<file path="src/assert_macros.svh">
// ----------------------------------------------------------------------------
// Assertion macros
// Concurrent assertion shorthands, empty when building for synthesis.
// ----------------------------------------------------------------------------
`ifndef ASSERT_MACROS_SVH
`define ASSERT_MACROS_SVH

`ifndef SYNTHESIS

`define ASSERT_IMPLY(label, clk, rst_n, ante, cons) \
    label: assert property (@(posedge clk) disable iff (!rst_n) (ante) |-> (cons)) \
        else $error("same-cycle implication failed");

`define ASSERT_NEXT(label, clk, rst_n, ante, cons) \
    label: assert property (@(posedge clk) disable iff (!rst_n) (ante) |=> (cons)) \
        else $error("next-cycle implication failed");

`else

`define ASSERT_IMPLY(label, clk, rst_n, ante, cons)
`define ASSERT_NEXT(label, clk, rst_n, ante, cons)

`endif

`endif

</file>
<file path="src/bpa_pkg.sv">
// ----------------------------------------------------------------------------
// Bitmap page allocator package
// Field widths, codes, state encoding and shared structures.
// ----------------------------------------------------------------------------
`default_nettype none

package bpa_pkg;

    localparam int DEF_NUM_BLOCKS = 1024;
    localparam int DEF_NUM_JOBS   = 16;
    localparam int DEF_MAX_PAGES  = 64;

    localparam int WORD_IDX_W = 4;
    localparam int WORD_BITS  = 1 << WORD_IDX_W;

    localparam int KIND_W        = 1;
    localparam int JOB_W         = 4;
    localparam int PAGE_CNT_W    = 7;
    localparam int STATUS_W      = 2;
    localparam int PAGE_IDX_W    = 6;
    localparam int BLOCK_NUM_W   = 10;
    localparam int REL_CNT_W     = 7;
    localparam int FREE_CNT_W    = 11;
    localparam int BLOCK_COUNT_W = 11;

    localparam logic [BLOCK_COUNT_W-1:0] BLOCK_COUNT_RESET = 11'd1024;

    localparam logic [KIND_W-1:0] KIND_ALLOC   = 1'b0;
    localparam logic [KIND_W-1:0] KIND_RELEASE = 1'b1;

    typedef enum logic [STATUS_W-1:0] {
        ST_OK       = 2'd0,
        ST_NO_SPACE = 2'd1,
        ST_NO_PAGES = 2'd2,
        ST_BUSY     = 2'd3
    } t_status;

    typedef enum logic [3:0] {
        S_IDLE,
        S_EMIT,
        S_AL_RD,
        S_AL_LD,
        S_AL_SCAN,
        S_RL_PT,
        S_RL_BM,
        S_RL_WR,
        S_RL_FIN
    } t_state;

    typedef struct packed {
        t_status                 status;
        logic [PAGE_IDX_W-1:0]   page_index;
        logic [BLOCK_NUM_W-1:0]  block_number;
        logic [REL_CNT_W-1:0]    released_count;
        logic [FREE_CNT_W-1:0]   free_count;
        logic                    last;
    } t_rsp;

    typedef struct packed {
        logic rd_en;
        logic wr_en;
        logic clear;
    } t_bm_ctl;

    typedef struct packed {
        logic rd_en;
        logic wr_en;
    } t_pt_ctl;

endpackage

`default_nettype wire

</file>
<file path="src/bpa_bitmap.sv">
// ----------------------------------------------------------------------------
// Block bitmap memory
// Used/free bits in words, one synchronous read and one write port,
// with a valid flag per word so that a clear takes effect at once.
// ----------------------------------------------------------------------------
`default_nettype none

module bpa_bitmap import bpa_pkg::*; #(
    parameter int WORDS = DEF_NUM_BLOCKS / WORD_BITS,
    parameter int AW    = $clog2(DEF_NUM_BLOCKS / WORD_BITS)
) (
    input  logic                 i_clk,
    input  logic                 i_rst_n,
    input  t_bm_ctl              i_ctl,
    input  logic [AW-1:0]        i_rd_addr,
    input  logic [AW-1:0]        i_wr_addr,
    input  logic [WORD_BITS-1:0] i_wr_data,
    output logic [WORD_BITS-1:0] o_rd_data
);

    logic [WORD_BITS-1:0] r_mem [WORDS];
    logic [WORDS-1:0]     r_valid;
    logic [WORD_BITS-1:0] r_rd_data;
    logic                 r_rd_valid;

    always_ff @(posedge i_clk) begin
        if (i_ctl.wr_en) begin
            r_mem[i_wr_addr] <= i_wr_data;
        end
        if (i_ctl.rd_en) begin
            r_rd_data <= r_mem[i_rd_addr];
        end
    end

    always_ff @(posedge i_clk) begin
        if (!i_rst_n || i_ctl.clear) begin
            r_valid    <= '0;
            r_rd_valid <= 1'b0;
        end else begin
            if (i_ctl.wr_en) begin
                r_valid[i_wr_addr] <= 1'b1;
            end
            if (i_ctl.rd_en) begin
                r_rd_valid <= r_valid[i_rd_addr];
            end
        end
    end

    // unwritten words read as all free
    assign o_rd_data = r_rd_valid ? r_rd_data : '0;

endmodule

`default_nettype wire

</file>
<file path="config.mk">
export PLATFORM = sky130hd
export DESIGN_NAME = bpa_bitmap
export DESIGN_NICKNAME = d
export VERILOG_FILES = /design/src/assert_macros.svh /design/src/bpa_pkg.sv /design/src/bpa_bitmap.sv
export SDC_FILE = /design/constraint.sdc
export NUM_CORES = 1
export LEC_CHECK = 0
export BUFFER_PORTS_ARGS = -buffer_cell sky130_fd_sc_hd__buf_2
export CORE_UTILIZATION = 65
export DETAILED_ROUTE_END_ITERATION = 12
export PLACE_DENSITY = 0.81
export SETUP_SLACK_MARGIN = 0.02
export SLEW_MARGIN = 15
export SYNTH_ARGS = -nofsm -noshare
export SYNTH_HDL_FRONTEND = slang
export SYNTH_SLANG_ARGS = --single-unit
</file>
<file path="constraint.sdc">
create_clock -name i_clk -period 5.6 [get_ports i_clk]
set_input_delay 0.28 -clock i_clk [delete_from_list [all_inputs] [get_ports i_clk]]
set_output_delay 0.28 -clock i_clk [all_outputs]
set_load 0.03 [all_outputs]
</file>
### Yosys cells after proc, flatten, opt, wreduce, memory -nomap -nowiden

Memory sizes are Yosys's and may differ from the RTL's. A register that Yosys moved wholly into a read port is not among the register bits.
Index checks and enable logic that the tools add are counted.

| storage, ports and cells | value |
|---|---|
| bits in registers | 65 |
| RAM bits | 1024 |
| bits of input ports | 33 |
| output and inout port bits | 16 |
| memories | 1 |

| operators by class | value |
|---|---|
| magnitude comparators | 3 |
| mux-type cells | 7 |
| bitwise logic cells | 1 |
| reductions and logical operators | 3 |

Memory list:

| name | words | width | read ports | clocked after memory_dff | write ports | line | source |
|---|---|---|---|---|---|---|---|
| r_mem | 64 | 16 | 1 | 1 | 1 | bpa_bitmap.sv:21 | `logic [WORD_BITS-1:0] r_mem [WORDS];` |

Operator list:

| cell | number |
|---|---|
| 64-bit OR | 1 |
| 16-bit 2-to-1 mux | 1 |
| 6-bit by 7-bit less-than comparator with 1-bit output, second input constant | 2 |
| 1-bit binary-select mux with 6-bit select | 1 |
| 1-bit demux with 6-bit select | 1 |
| 6-bit by 1-bit >= comparator with 1-bit output, second input constant | 1 |
| 1-bit 2-to-1 mux | 4 |
| 1-bit logical AND | 1 |
| 1-bit logical NOT | 1 |
| 1-bit logical OR | 1 |

### Logic depth before layout (Yosys ltp)

| depth | value |
|---|---|
| depth in word-level cells | 5 |
| gate-level depth with buffers | 9 |
| depth with buffers taken out | 5 |

### Least setup slack after synthesis

Ideal clock, no wire load.

| timing | value |
|---|---|
| path kind | input port to flip-flop |
| from | in i_rd_addr[1] |
| to | reg r_rd_data[0] (read register of r_mem), data pin |
| setup time | 272 ps |
| data arrival time | 2373 ps |
| data required time | 5328 ps |
| path slack | 2955 ps |
| cell stages on the path | 6 |
| buffers on the path | 3 |
| path through | clkbuf_1 clkbuf_1 clkbuf_1 mux4_2 mux4_2 mux4_2 |

RTL lines:

| what | line | source |
|---|---|---|
| from (decl) | bpa_bitmap.sv:15 | `input logic [AW-1:0] i_rd_addr,` |
| to (decl) | bpa_bitmap.sv:23 | `logic [WORD_BITS-1:0] r_rd_data;` |

==> impl_metrics.tcl <==
set metrics [dict create \
    final_antenna_net_count 0 \
    synth-seq-cells 1105 \
    syn_area_mm2 0.0421 \
    pwr-share-comb_pct 4.9 \
    max_cap_violations 0 \
    wirelength_mm 109 \
    cpMostUsedCell "mux4_2" \
    fin_util_pct 74.1 \
    cp.arrival_ns 3.44 \
    cts_hold_buf 0 \
    tightest_slew_ns 1.27 \
    final_cell_mix "edfxtp_1, mux4_2, clkbuf_16" \
    grt_start_max_net_pins 78 \
    final-seq-area_mm2 0.0325 \
    cp_slowest_stage_delay_ns 0.71 \
    cp-end-kind "register" \
    fin_tns_setup_ns 0 \
    tritoncts "built" \
    grt_pass1_vias 21500 \
    coreArea_mm2 0.0635 \
    cts_sinks 1105 \
    fin_hold_ws_ns 0.207 \
    vias 21100 \
    vias_per_cell 7.37 \
    final_cell_area_mm2 0.0471 \
    synth.distinct_cells 29 \
    p_seq_share_pct 54.2 \
    pin_count 49 \
    startpoint_type "primary input" \
    grt_pass1_wl_mm 155 \
    worstPathRequired_ns 5.96 \
    synth_fp_nets 1822 \
    grt_usage_pct 34.1 \
    wl_per_cell_um 38.1 \
    vdd_drop_max_v 0.000327 \
    clk_latency_ns 0.67 \
    crit_path_cell_trace "buf_8, buf_4, mux4_2, mux4_2, mux2_2, nand2_1, o21ai_0" \
    status "completed" \
    finalSetupViolCount 0 \
    netlist_top_cells_area "edfxtp_1, mux4_2, dfxtp_1" \
    die_w_um 257 \
    finalHoldViolations 0 \
    areaGrowthSynthToFinish_pct 11.8 \
    htreeDepth 3 \
    relSlewSlack_pct 15.2 \
    cellInternalPower_w 0.0133 \
    avgSynthCellArea_um2 23.5 \
    yosys_warnings 0 \
    start_util_pct 66.3 \
    synth_top_cell_area_share_pct 74.2 \
    p_sw_w 0.00354 \
    cts_setup_buffers 0 \
    syn_inst 1789 \
    critical_path_class "primary input to register" \
    placed_area_mm2 0.0438 \
    drt_first_pass_iters 6 \
    ctsResizeCount 0 \
    antenna_found_initial 10 \
    cts_buffers 102 \
    drtIter0Drc 3598 \
    cts-root-buf "clkbuf_16" \
    cellLeakagePower_nw 14.8 \
    ys_seq_area_share_pct 77.2 \
    overflow 0 \
    share_clk_of_total_power_pct 41.0 \
    crit_path_max_fanout 77 \
    drcViolationCount 0 \
    clkTransAtPathRegs_ns 0.07 \
    drive_above_1_share_pct 32.5 \
    synth_largest_area_cell "edfxtp_1" \
    layout_min_cycle_time_ns 3.08 \
    fill_cells 3236 \
    clock.fmax_mhz 325 \
    fp.dieArea_mm2 0.0658 \
    maxSlewViolCount 0 \
    multi_input_area_mm2 0.00923 \
    numPortBuffers 48 \
    skew_ns 0.0270 \
    holdCritPathClass "primary input to register" \
    cpMaxStageDelayCell "buf_4" \
    fin_nets 1959 \
    gp_congestion 0.845 \
    layout_commonest_cell "edfxtp_1" \
    dp_hpwl_mm 53.9 \
    cts_buffer_depth 3 \
    rsz0062_at_grt "no" \
    std_cell_rows 92 \
    p_per_area_mw_per_mm2 358 \
    die_y_um 257 \
    swShare_pct 21.0 \
    finalCritPeriodShare_pct 55.0 \
]
final cells by class:
type	count	area share, %
repair buffers	129	2.03
diodes	5	0.0266
flip-flops and latches	1105	69.1
clock buffers	135	5.95
inverters	1	0.00797
well taps	846	2.25
multi-input cells	587	19.6
clock inverters	56	1.05
final timing paths:
path	start	slack (ns)	endpoint	depth (start not counted)
max	i_rd_addr[1]	2.52	r_rd_data[2]	7
min	i_wr_data[13]	0.21	r_mem[45][13]	1
max reg2reg	r_mem[63][2]	3.07	r_rd_data[2]	5
min reg2reg	r_valid[25]	0.47	r_valid[25]	1
state kept, by name, indices dropped and copies added, names as in the netlist:
signal / cells
r_valid: 64
r_mem: 1024
r_rd_data: 16
r_rd_valid: 1
synth_stat cells (all sizes together):
master / number
clkbuf: 54
mux2: 17
o31ai: 1
nand3: 9
o22ai: 4
a22oi: 2
nand4: 3
buf: 42
dfxtp: 65
mux2i: 9
o21ai: 11
nand2b: 6
a31oi: 2
o21a: 64
and2: 16
nor4: 2
inv: 1
mux4: 339
nor3: 7
nand2: 18
nor2: 65
edfxtp: 1040
nand3b: 2
or3: 1
o41ai: 1
nor2b: 8
critical path: cells and delay by family:
kind / cells / cell delay [ns]
multiplexers: 3 / 1.33
AND/OR/NAND/NOR: 1 / 0.28
buffers and inverters: 2 / 1.25
AO/OA/AOI/OAI: 1 / 0.18
logic make-up after synthesis:
logic type	share of synthesized area, %
muxes	18.8
DFF	77.2
buffers and inverters	1.02
and+or+nand+nor	1.50
AOI/OAI and AO/OA	1.44
routing by layer:
layer | global-route usage, % | vias up | routed length [um]
li1 | - | 7907 | -
met1 | 46.1 | 11000 | 37000
met2 | 51.9 | 1829 | 51800
met3 | 9.56 | 388 | 14300
met4 | 17.5 | 14 | 5940
met5 | 0 | - | 87
power by group through the flow:
stage / sequential, W / combinational, W / clock, W
final: 0.00913 / 0.000820 / 0.00690
after floorplan: 0.00928 / 0.000463 / 0
after global routing: 0.00913 / 0.000845 / 0.00722
after detailed placement: 0.00930 / 0.000785 / 0
after CTS: 0.00913 / 0.000807 / 0.00693
after global placement: 0.00930 / 0.000764 / 0
through the flow:
stage / total power (W) / instances / setup slack (ns)
detailed placement: 0.0101 / 2668 / 1.95
global placement: 0.0101 / 2668 / 1.94
floorplan: 0.00975 / 1789 / 2.95
CTS: 0.0169 / 2859 / 2.55
global route: 0.0172 / 2859 / 2.45
finish: 0.0168 / 2864 / 2.52
(Power assumes the default switching activity.)
