**src/assert_macros.svh**
```systemverilog
// ----------------------------------------------------------------------------
// Assertion macros
// Concurrent assertion shorthands, empty when building for synthesis.
// ----------------------------------------------------------------------------
`ifndef ASSERT_MACROS_SVH
`define ASSERT_MACROS_SVH

`ifndef SYNTHESIS

`define ASSERT_IMPLY(label, clk, rst_n, ante, cons) \
    label: assert property (@(posedge clk) disable iff (!rst_n) (ante) |-> (cons)) \
        else $error("same-cycle implication failed");

`define ASSERT_NEXT(label, clk, rst_n, ante, cons) \
    label: assert property (@(posedge clk) disable iff (!rst_n) (ante) |=> (cons)) \
        else $error("next-cycle implication failed");

`else

`define ASSERT_IMPLY(label, clk, rst_n, ante, cons)
`define ASSERT_NEXT(label, clk, rst_n, ante, cons)

`endif

`endif

```
**src/bpa_pkg.sv**
```systemverilog
// ----------------------------------------------------------------------------
// Bitmap page allocator package
// Field widths, codes, state encoding and shared structures.
// ----------------------------------------------------------------------------
`default_nettype none

package bpa_pkg;

    localparam int DEF_NUM_BLOCKS = 1024;
    localparam int DEF_NUM_JOBS   = 16;
    localparam int DEF_MAX_PAGES  = 64;

    localparam int WORD_IDX_W = 4;
    localparam int WORD_BITS  = 1 << WORD_IDX_W;

    localparam int KIND_W        = 1;
    localparam int JOB_W         = 4;
    localparam int PAGE_CNT_W    = 7;
    localparam int STATUS_W      = 2;
    localparam int PAGE_IDX_W    = 6;
    localparam int BLOCK_NUM_W   = 10;
    localparam int REL_CNT_W     = 7;
    localparam int FREE_CNT_W    = 11;
    localparam int BLOCK_COUNT_W = 11;

    localparam logic [BLOCK_COUNT_W-1:0] BLOCK_COUNT_RESET = 11'd1024;

    localparam logic [KIND_W-1:0] KIND_ALLOC   = 1'b0;
    localparam logic [KIND_W-1:0] KIND_RELEASE = 1'b1;

    typedef enum logic [STATUS_W-1:0] {
        ST_OK       = 2'd0,
        ST_NO_SPACE = 2'd1,
        ST_NO_PAGES = 2'd2,
        ST_BUSY     = 2'd3
    } t_status;

    typedef enum logic [3:0] {
        S_IDLE,
        S_EMIT,
        S_AL_RD,
        S_AL_LD,
        S_AL_SCAN,
        S_RL_PT,
        S_RL_BM,
        S_RL_WR,
        S_RL_FIN
    } t_state;

    typedef struct packed {
        t_status                 status;
        logic [PAGE_IDX_W-1:0]   page_index;
        logic [BLOCK_NUM_W-1:0]  block_number;
        logic [REL_CNT_W-1:0]    released_count;
        logic [FREE_CNT_W-1:0]   free_count;
        logic                    last;
    } t_rsp;

    typedef struct packed {
        logic rd_en;
        logic wr_en;
        logic clear;
    } t_bm_ctl;

    typedef struct packed {
        logic rd_en;
        logic wr_en;
    } t_pt_ctl;

endpackage

`default_nettype wire

```
**src/bpa_rsp_if.sv**
```systemverilog
// ----------------------------------------------------------------------------
// Result channel
// Valid/ready channel carrying one allocator result.
// ----------------------------------------------------------------------------
`default_nettype none

interface bpa_rsp_if import bpa_pkg::*; ();

    logic                   valid;
    logic                   ready;
    logic [STATUS_W-1:0]    status;
    logic [PAGE_IDX_W-1:0]  page_index;
    logic [BLOCK_NUM_W-1:0] block_number;
    logic [REL_CNT_W-1:0]   released_count;
    logic [FREE_CNT_W-1:0]  free_count;
    logic                   last;

    modport source (output valid, output status, output page_index, output block_number,
                    output released_count, output free_count, output last,
                    input ready);
    modport sink   (input valid, input status, input page_index, input block_number,
                    input released_count, input free_count, input last,
                    output ready);

endinterface

`default_nettype wire

```
**src/bpa_out_stage.sv**
```systemverilog
// ----------------------------------------------------------------------------
// Result output register
// Holds one result transaction until the sink takes it.
// ----------------------------------------------------------------------------
`default_nettype none

module bpa_out_stage import bpa_pkg::*; (
    input  logic      i_clk,
    input  logic      i_rst_n,
    input  logic      i_load,
    input  t_rsp      i_data,
    output logic      o_can_load,
    bpa_rsp_if.source o_rsp
);

    logic r_valid;
    t_rsp r_data;

    always_ff @(posedge i_clk) begin
        if (!i_rst_n) begin
            r_valid <= 1'b0;
        end else if (i_load) begin
            r_valid <= 1'b1;
        end else if (o_rsp.ready) begin
            r_valid <= 1'b0;
        end
    end

    always_ff @(posedge i_clk) begin
        if (i_load) begin
            r_data <= i_data;
        end
    end

    assign o_can_load           = !r_valid || o_rsp.ready;
    assign o_rsp.valid          = r_valid;
    assign o_rsp.status         = r_data.status;
    assign o_rsp.page_index     = r_data.page_index;
    assign o_rsp.block_number   = r_data.block_number;
    assign o_rsp.released_count = r_data.released_count;
    assign o_rsp.free_count     = r_data.free_count;
    assign o_rsp.last           = r_data.last;

endmodule

`default_nettype wire

```
**src/flat_wrapper.sv**
```systemverilog
// flat-port wrapper written by rule: the top's interface ports become plain ports
module bpa_out_stage_flat import bpa_pkg::*;
  (i_clk, i_rst_n, i_load, i_data, o_can_load, o_rsp_valid, o_rsp_status, o_rsp_page_index, o_rsp_block_number, o_rsp_released_count, o_rsp_free_count, o_rsp_last, o_rsp_ready);
  bpa_rsp_if o_rsp_i ();
  input  logic i_clk;
  input  logic i_rst_n;
  input  logic i_load;
  input  t_rsp i_data;
  output logic o_can_load;
  output wire logic [$bits(o_rsp_i.valid)-1:0] o_rsp_valid;
  output wire logic [$bits(o_rsp_i.status)-1:0] o_rsp_status;
  output wire logic [$bits(o_rsp_i.page_index)-1:0] o_rsp_page_index;
  output wire logic [$bits(o_rsp_i.block_number)-1:0] o_rsp_block_number;
  output wire logic [$bits(o_rsp_i.released_count)-1:0] o_rsp_released_count;
  output wire logic [$bits(o_rsp_i.free_count)-1:0] o_rsp_free_count;
  output wire logic [$bits(o_rsp_i.last)-1:0] o_rsp_last;
  input wire logic [$bits(o_rsp_i.ready)-1:0] o_rsp_ready;
  assign o_rsp_valid = o_rsp_i.valid;
  assign o_rsp_status = o_rsp_i.status;
  assign o_rsp_page_index = o_rsp_i.page_index;
  assign o_rsp_block_number = o_rsp_i.block_number;
  assign o_rsp_released_count = o_rsp_i.released_count;
  assign o_rsp_free_count = o_rsp_i.free_count;
  assign o_rsp_last = o_rsp_i.last;
  assign o_rsp_i.ready = o_rsp_ready;
  bpa_out_stage u_core (.i_clk(i_clk), .i_rst_n(i_rst_n), .i_load(i_load), .i_data(i_data), .o_can_load(o_can_load), .o_rsp(o_rsp_i));
endmodule
```
**config.mk**
```make
export PLATFORM = sky130hd
export DESIGN_NAME = bpa_out_stage_flat
export DESIGN_NICKNAME = d
export VERILOG_FILES = /design/src/assert_macros.svh /design/src/bpa_pkg.sv /design/src/bpa_rsp_if.sv /design/src/bpa_out_stage.sv /design/src/flat_wrapper.sv
export SDC_FILE = /design/constraint.sdc
export NUM_CORES = 1
export LEC_CHECK = 0
export BUFFER_PORTS_ARGS = -buffer_cell sky130_fd_sc_hd__buf_4
export CAP_MARGIN = 10
export CELL_PAD_IN_SITES_DETAIL_PLACEMENT = 2
export CELL_PAD_IN_SITES_GLOBAL_PLACEMENT = 2
export CORE_UTILIZATION = 26
export CTS_CLUSTER_DIAMETER = 200
export DETAILED_ROUTE_END_ITERATION = 6
export PLACE_DENSITY = 0.83
export SETUP_SLACK_MARGIN = 0.15
export SKIP_CTS_REPAIR_TIMING = 1
export SYNTH_ARGS = -nofsm -noshare
export SYNTH_HDL_FRONTEND = slang
export SYNTH_SLANG_ARGS = --single-unit
```
**constraint.sdc**
```tcl
create_clock -name i_clk -period 0.9 [get_ports i_clk]
set_clock_uncertainty 0.2 [all_clocks]
set_input_delay 0.135 -clock i_clk [delete_from_list [all_inputs] [get_ports i_clk]]
set_output_delay 0.135 -clock i_clk [all_outputs]
set_load 0.005 [all_outputs]
```
# Yosys cells after proc, flatten, opt, wreduce, memory -nomap -nowiden
# Index checks and enable logic that the tools add are counted.
# word_totals
register_bits,38
out_inout_bits,39
wordCells,12
# op_classes
muxes,2
n_reduce_logical,3
# op_table
op,count
$mux 1,2
$reduce_bool 2->1,1
$logic_not 1->1,1
$logic_or 1x1->1,1

# Depth between registers and ports, before layout
# logic_depth
word_depth,2
ltp_mapped,2
mapped_depth_nobuf,2

# Worst setup path before layout
# Ideal clock, no wire load.
# synth_path
path_type,register to register
start,register u_core.o_rsp.valid (netlist name)
end,"register u_core.r_valid, in the netlist u_core.o_rsp.valid"
setup_ns,0.066
arrival_ns,0.543
t_required_ns,0.634
path_slack_ns,0.092
stages_incl_launch_ff,3
n_path_buf,0
period_less_slack_ns,0.808
path_cell_list,dfxtp_1 -> nand2b_4 -> a21boi_2
# synth_rtl
item,line,source
end signal: assignment,bpa_out_stage.sv:21,r_valid <= 1'b0;
end signal: assignment,bpa_out_stage.sv:23,r_valid <= 1'b1;
end signal: assignment,bpa_out_stage.sv:25,r_valid <= 1'b0;
end: declaration,bpa_out_stage.sv:16,logic r_valid;

# Worst setup path after layout
# layout_path
start,"register u_core.r_data, in the netlist u_core.o_rsp.page_index[4]"
end,output o_rsp_page_index[4]
# layout_rtl
item,line,source
start: declaration,bpa_out_stage.sv:17,t_rsp r_data;
start signal: assignment,bpa_out_stage.sv:31,r_data <= i_data;
end: declaration,flat_wrapper.sv:12,output wire logic [$bits(o_rsp_i.page_index)-1:0] o_rsp_page_index;
# No word-level cell between the ends.

==> flow_metrics.env <==
export IMPL_layout_cells_non_filler=182
export IMPL_r2r_cells=3
export IMPL_syn_avg_cell_area_um2=28.3
export IMPL_core_mm2=0.00414
export IMPL_r2r_setup_slack_ps=-10
export IMPL_period_minus_slack_ps=1170
export IMPL_wirelength_um=2900
export IMPL_slowest_stage="edfxtp_1"
export IMPL_cp_required_ps=560
export IMPL_slew_limit_headroom=0.936
export IMPL_clk_latency_ps=280
export IMPL_grt_start_max_net_pins=17
export IMPL_hold_viol=38
export IMPL_vdd_drop_max_uv=783
export IMPL_crit_fanout=1
export IMPL_slowest_delay_ps=390
export IMPL_gp_congestion=0.670
export IMPL_dieArea_mm2=0.00473
export IMPL_synth_cell_types=5
export IMPL_synthArstFlopShare=0
export IMPL_antenna_found_initial=0
export IMPL_maxSlewViolCount=0
export IMPL_routedWlPerCell_um=16.0
export IMPL_yosys_top_cells_area="edfxtp_1 96%, dfxtp_1 1.7%, nand2b_4 1.2%"
export IMPL_numCtsBuffers=5
export IMPL_yosysMostFrequentCell="edfxtp_1"
export IMPL_fin_nets=172
export IMPL_firstDrtPassIters=4
export IMPL_root_buffer="clkbuf_8"
export IMPL_power_mw=3.70
export IMPL_p_leak_nw=0.856
export IMPL_post_route_period_util=1.30
export IMPL_rsz0062_at_grt="yes"
export IMPL_grt_pass1_wl_um=3950
export IMPL_synth_edf_count=37
export IMPL_syn_to_final_growth_pct=73.8
export IMPL_antenna_cells=0
export IMPL_ys_seq_area_frac=0.975
export IMPL_path_clk_slew_ps=70
export IMPL_outcome="finished, violations left"
export IMPL_hold_depth=1
export IMPL_powerDensity_mw_per_mm2=1840
export IMPL_criticalPathCategory="reg -> out"
export IMPL_hold_end="u_core.o_rsp.last$_DFFE_PP_"
export IMPL_finalSetupViolCount=40
export IMPL_hold_start="i_data[0]"
export IMPL_path_delay_family="flip-flops"
export IMPL_synth_area_mm2=0.00116
export IMPL_cts_sinks=38
export IMPL_die_width_um=68.8
export IMPL_row_count=23
export IMPL_yosysTopAreaCell="edfxtp_1"
export IMPL_r2r_end="u_core.o_rsp.valid$_SDFFE_PN0P_"
export IMPL_worst_path_buf_inv=1
export IMPL_syn_inst=41
export IMPL_yosysWarningCount=0
export IMPL_hold_slack_ps=-185
export IMPL_hpwl_um=2250
export IMPL_synth_top_area_share=0.958
export IMPL_path_cells="buf_4"
export IMPL_drive_gt1_frac=0.689
export IMPL_grt_pass1_vias=847
export IMPL_finalSetupTns_ps=-9210
export IMPL_maxCapViolations=0
export IMPL_reg2reg_from="u_core.o_rsp.valid$_SDFFE_PN0P_"
export IMPL_fmax_ghz=0.854
export IMPL_h_tree_depth=2
export IMPL_io_pins=80
export IMPL_cp_end_kind="output pin"
export IMPL_clockBufferDepth=2
export IMPL_synthTopCellsByCount="37 x edfxtp_1, 1 x a21boi_2, 1 x dfxtp_1, 1 x inv_1, 1 x nand2b_4"
export IMPL_track_usage=0.129
export IMPL_vias=763
export IMPL_vias_per_cell=4.19
export IMPL_ant_nets=0
export IMPL_drt_iter0_markers=46
export IMPL_initial_core_util=0.280
export IMPL_hold_class="in -> reg"
export IMPL_synth_nets=82
export IMPL_die_y_um=68.8
export IMPL_arrival_ps=840
export IMPL_portBuffers=79
export IMPL_synth_main_ff_cell="edfxtp_1"
export IMPL_cts_tree="built"
export IMPL_setup_ws_ps=-270
export IMPL_worst_pin_slew_ps=96.6
export IMPL_ys_ff_latch=38
export IMPL_final_util=0.486
export IMPL_cp_start_kind="register"
export IMPL_overflow=0
export IMPL_dpl_cell_count=173
export IMPL_failed_checks="hold timing, setup timing"
export IMPL_remaining_drc_errors=0
==> flip-flops by register name, indices dropped and copies added, names as in the netlist <==
| name | flops |
|---|---|
| u_core.o_rsp.page_index | 6 |
| u_core.o_rsp.status | 2 |
| u_core.o_rsp.released_count | 7 |
| u_core.o_rsp.last | 1 |
| u_core.o_rsp.valid | 1 |
| u_core.o_rsp.free_count | 11 |
| u_core.o_rsp.block_number | 10 |
==> logic make-up after synthesis <==
| group | share of synthesized area |
|---|---|
| AO/OA/AOI/OAI | 0.00971 |
| AND/OR/NAND/NOR | 0.0119 |
| buffers and inverters | 0.00323 |
| flip-flops | 0.975 |
==> cell usage in the layout, fill, tap and decap left out <==
cell	netlist	routed
clkinv_1	0	3
buf_4	0	67
dfxtp_4	0	1
inv_1	1	1
buf_12	0	3
a21boi_2	1	1
clkbuf_8	0	5
edfxtp_1	37	37
buf_6	0	13
nand2b_4	1	1
==> per-stage QoR <==
step / instance area [um^2] / setup WS (ps)
final: 2020 / -270
after floorplan: 1160 / 141
after global placement: 1880 / -22.6
after global routing: 2020 / -309
after detailed placement: 1880 / -44.8
after CTS: 1960 / -289
==> how the worst max path moves through the flow <==
stage | depth (start not counted) | end | from | slack, ps
6_report | 1 | o_rsp_page_index[4] | u_core.o_rsp.page_index[4]$_DFFE_PP_ | -270
5_1_grt | 1 | o_rsp_status[0] | u_core.o_rsp.status[0]$_DFFE_PP_ | -310
4_1_cts | 2 | o_can_load | u_core.o_rsp.valid$_SDFFE_PN0P_ | -290
3_5_place_dp | 2 | u_core.o_rsp.block_number[2]$_DFFE_PP_ | i_load | -40
3_3_place_gp | 2 | u_core.o_rsp.free_count[5]$_DFFE_PP_ | i_load | -20
2_1_floorplan | 2 | u_core.o_rsp.valid$_SDFFE_PN0P_ | u_core.o_rsp.valid$_SDFFE_PN0P_ | 140
==> where the power goes <==
part / leakage (nW) / internal [mW] / switching (mW)
Combinational: 0.445 / 0.320 / 0.137
Clock: 0.0407 / 0.517 / 0.583
Sequential: 0.371 / 2.09 / 0.0483
==> layout make-up <==
type	count	area, um^2
Timing Repair Buffer	83	709
Clock buffer	5	68.8
Sequential cell	38	1130
Clock inverter	3	11.3
Inverter	1	3.75
Fill cell	398	2130
Tap cell	50	62.6
Multi-Input combinational cell	2	25.0
==> layer usage <==
| metal | vias to the layer above | global-route usage | share of wire |
|---|---|---|---|
| li1 | 340 | - | - |
| met1 | 363 | 0.114 | 0.32 |
| met2 | 53 | 0.240 | 0.56 |
| met3 | 7 | 0.0510 | 0.095 |
| met4 | 0 | 0.0842 | 0.025 |
| met5 | - | 0 | 0 |
(Power assumes the default switching activity.)
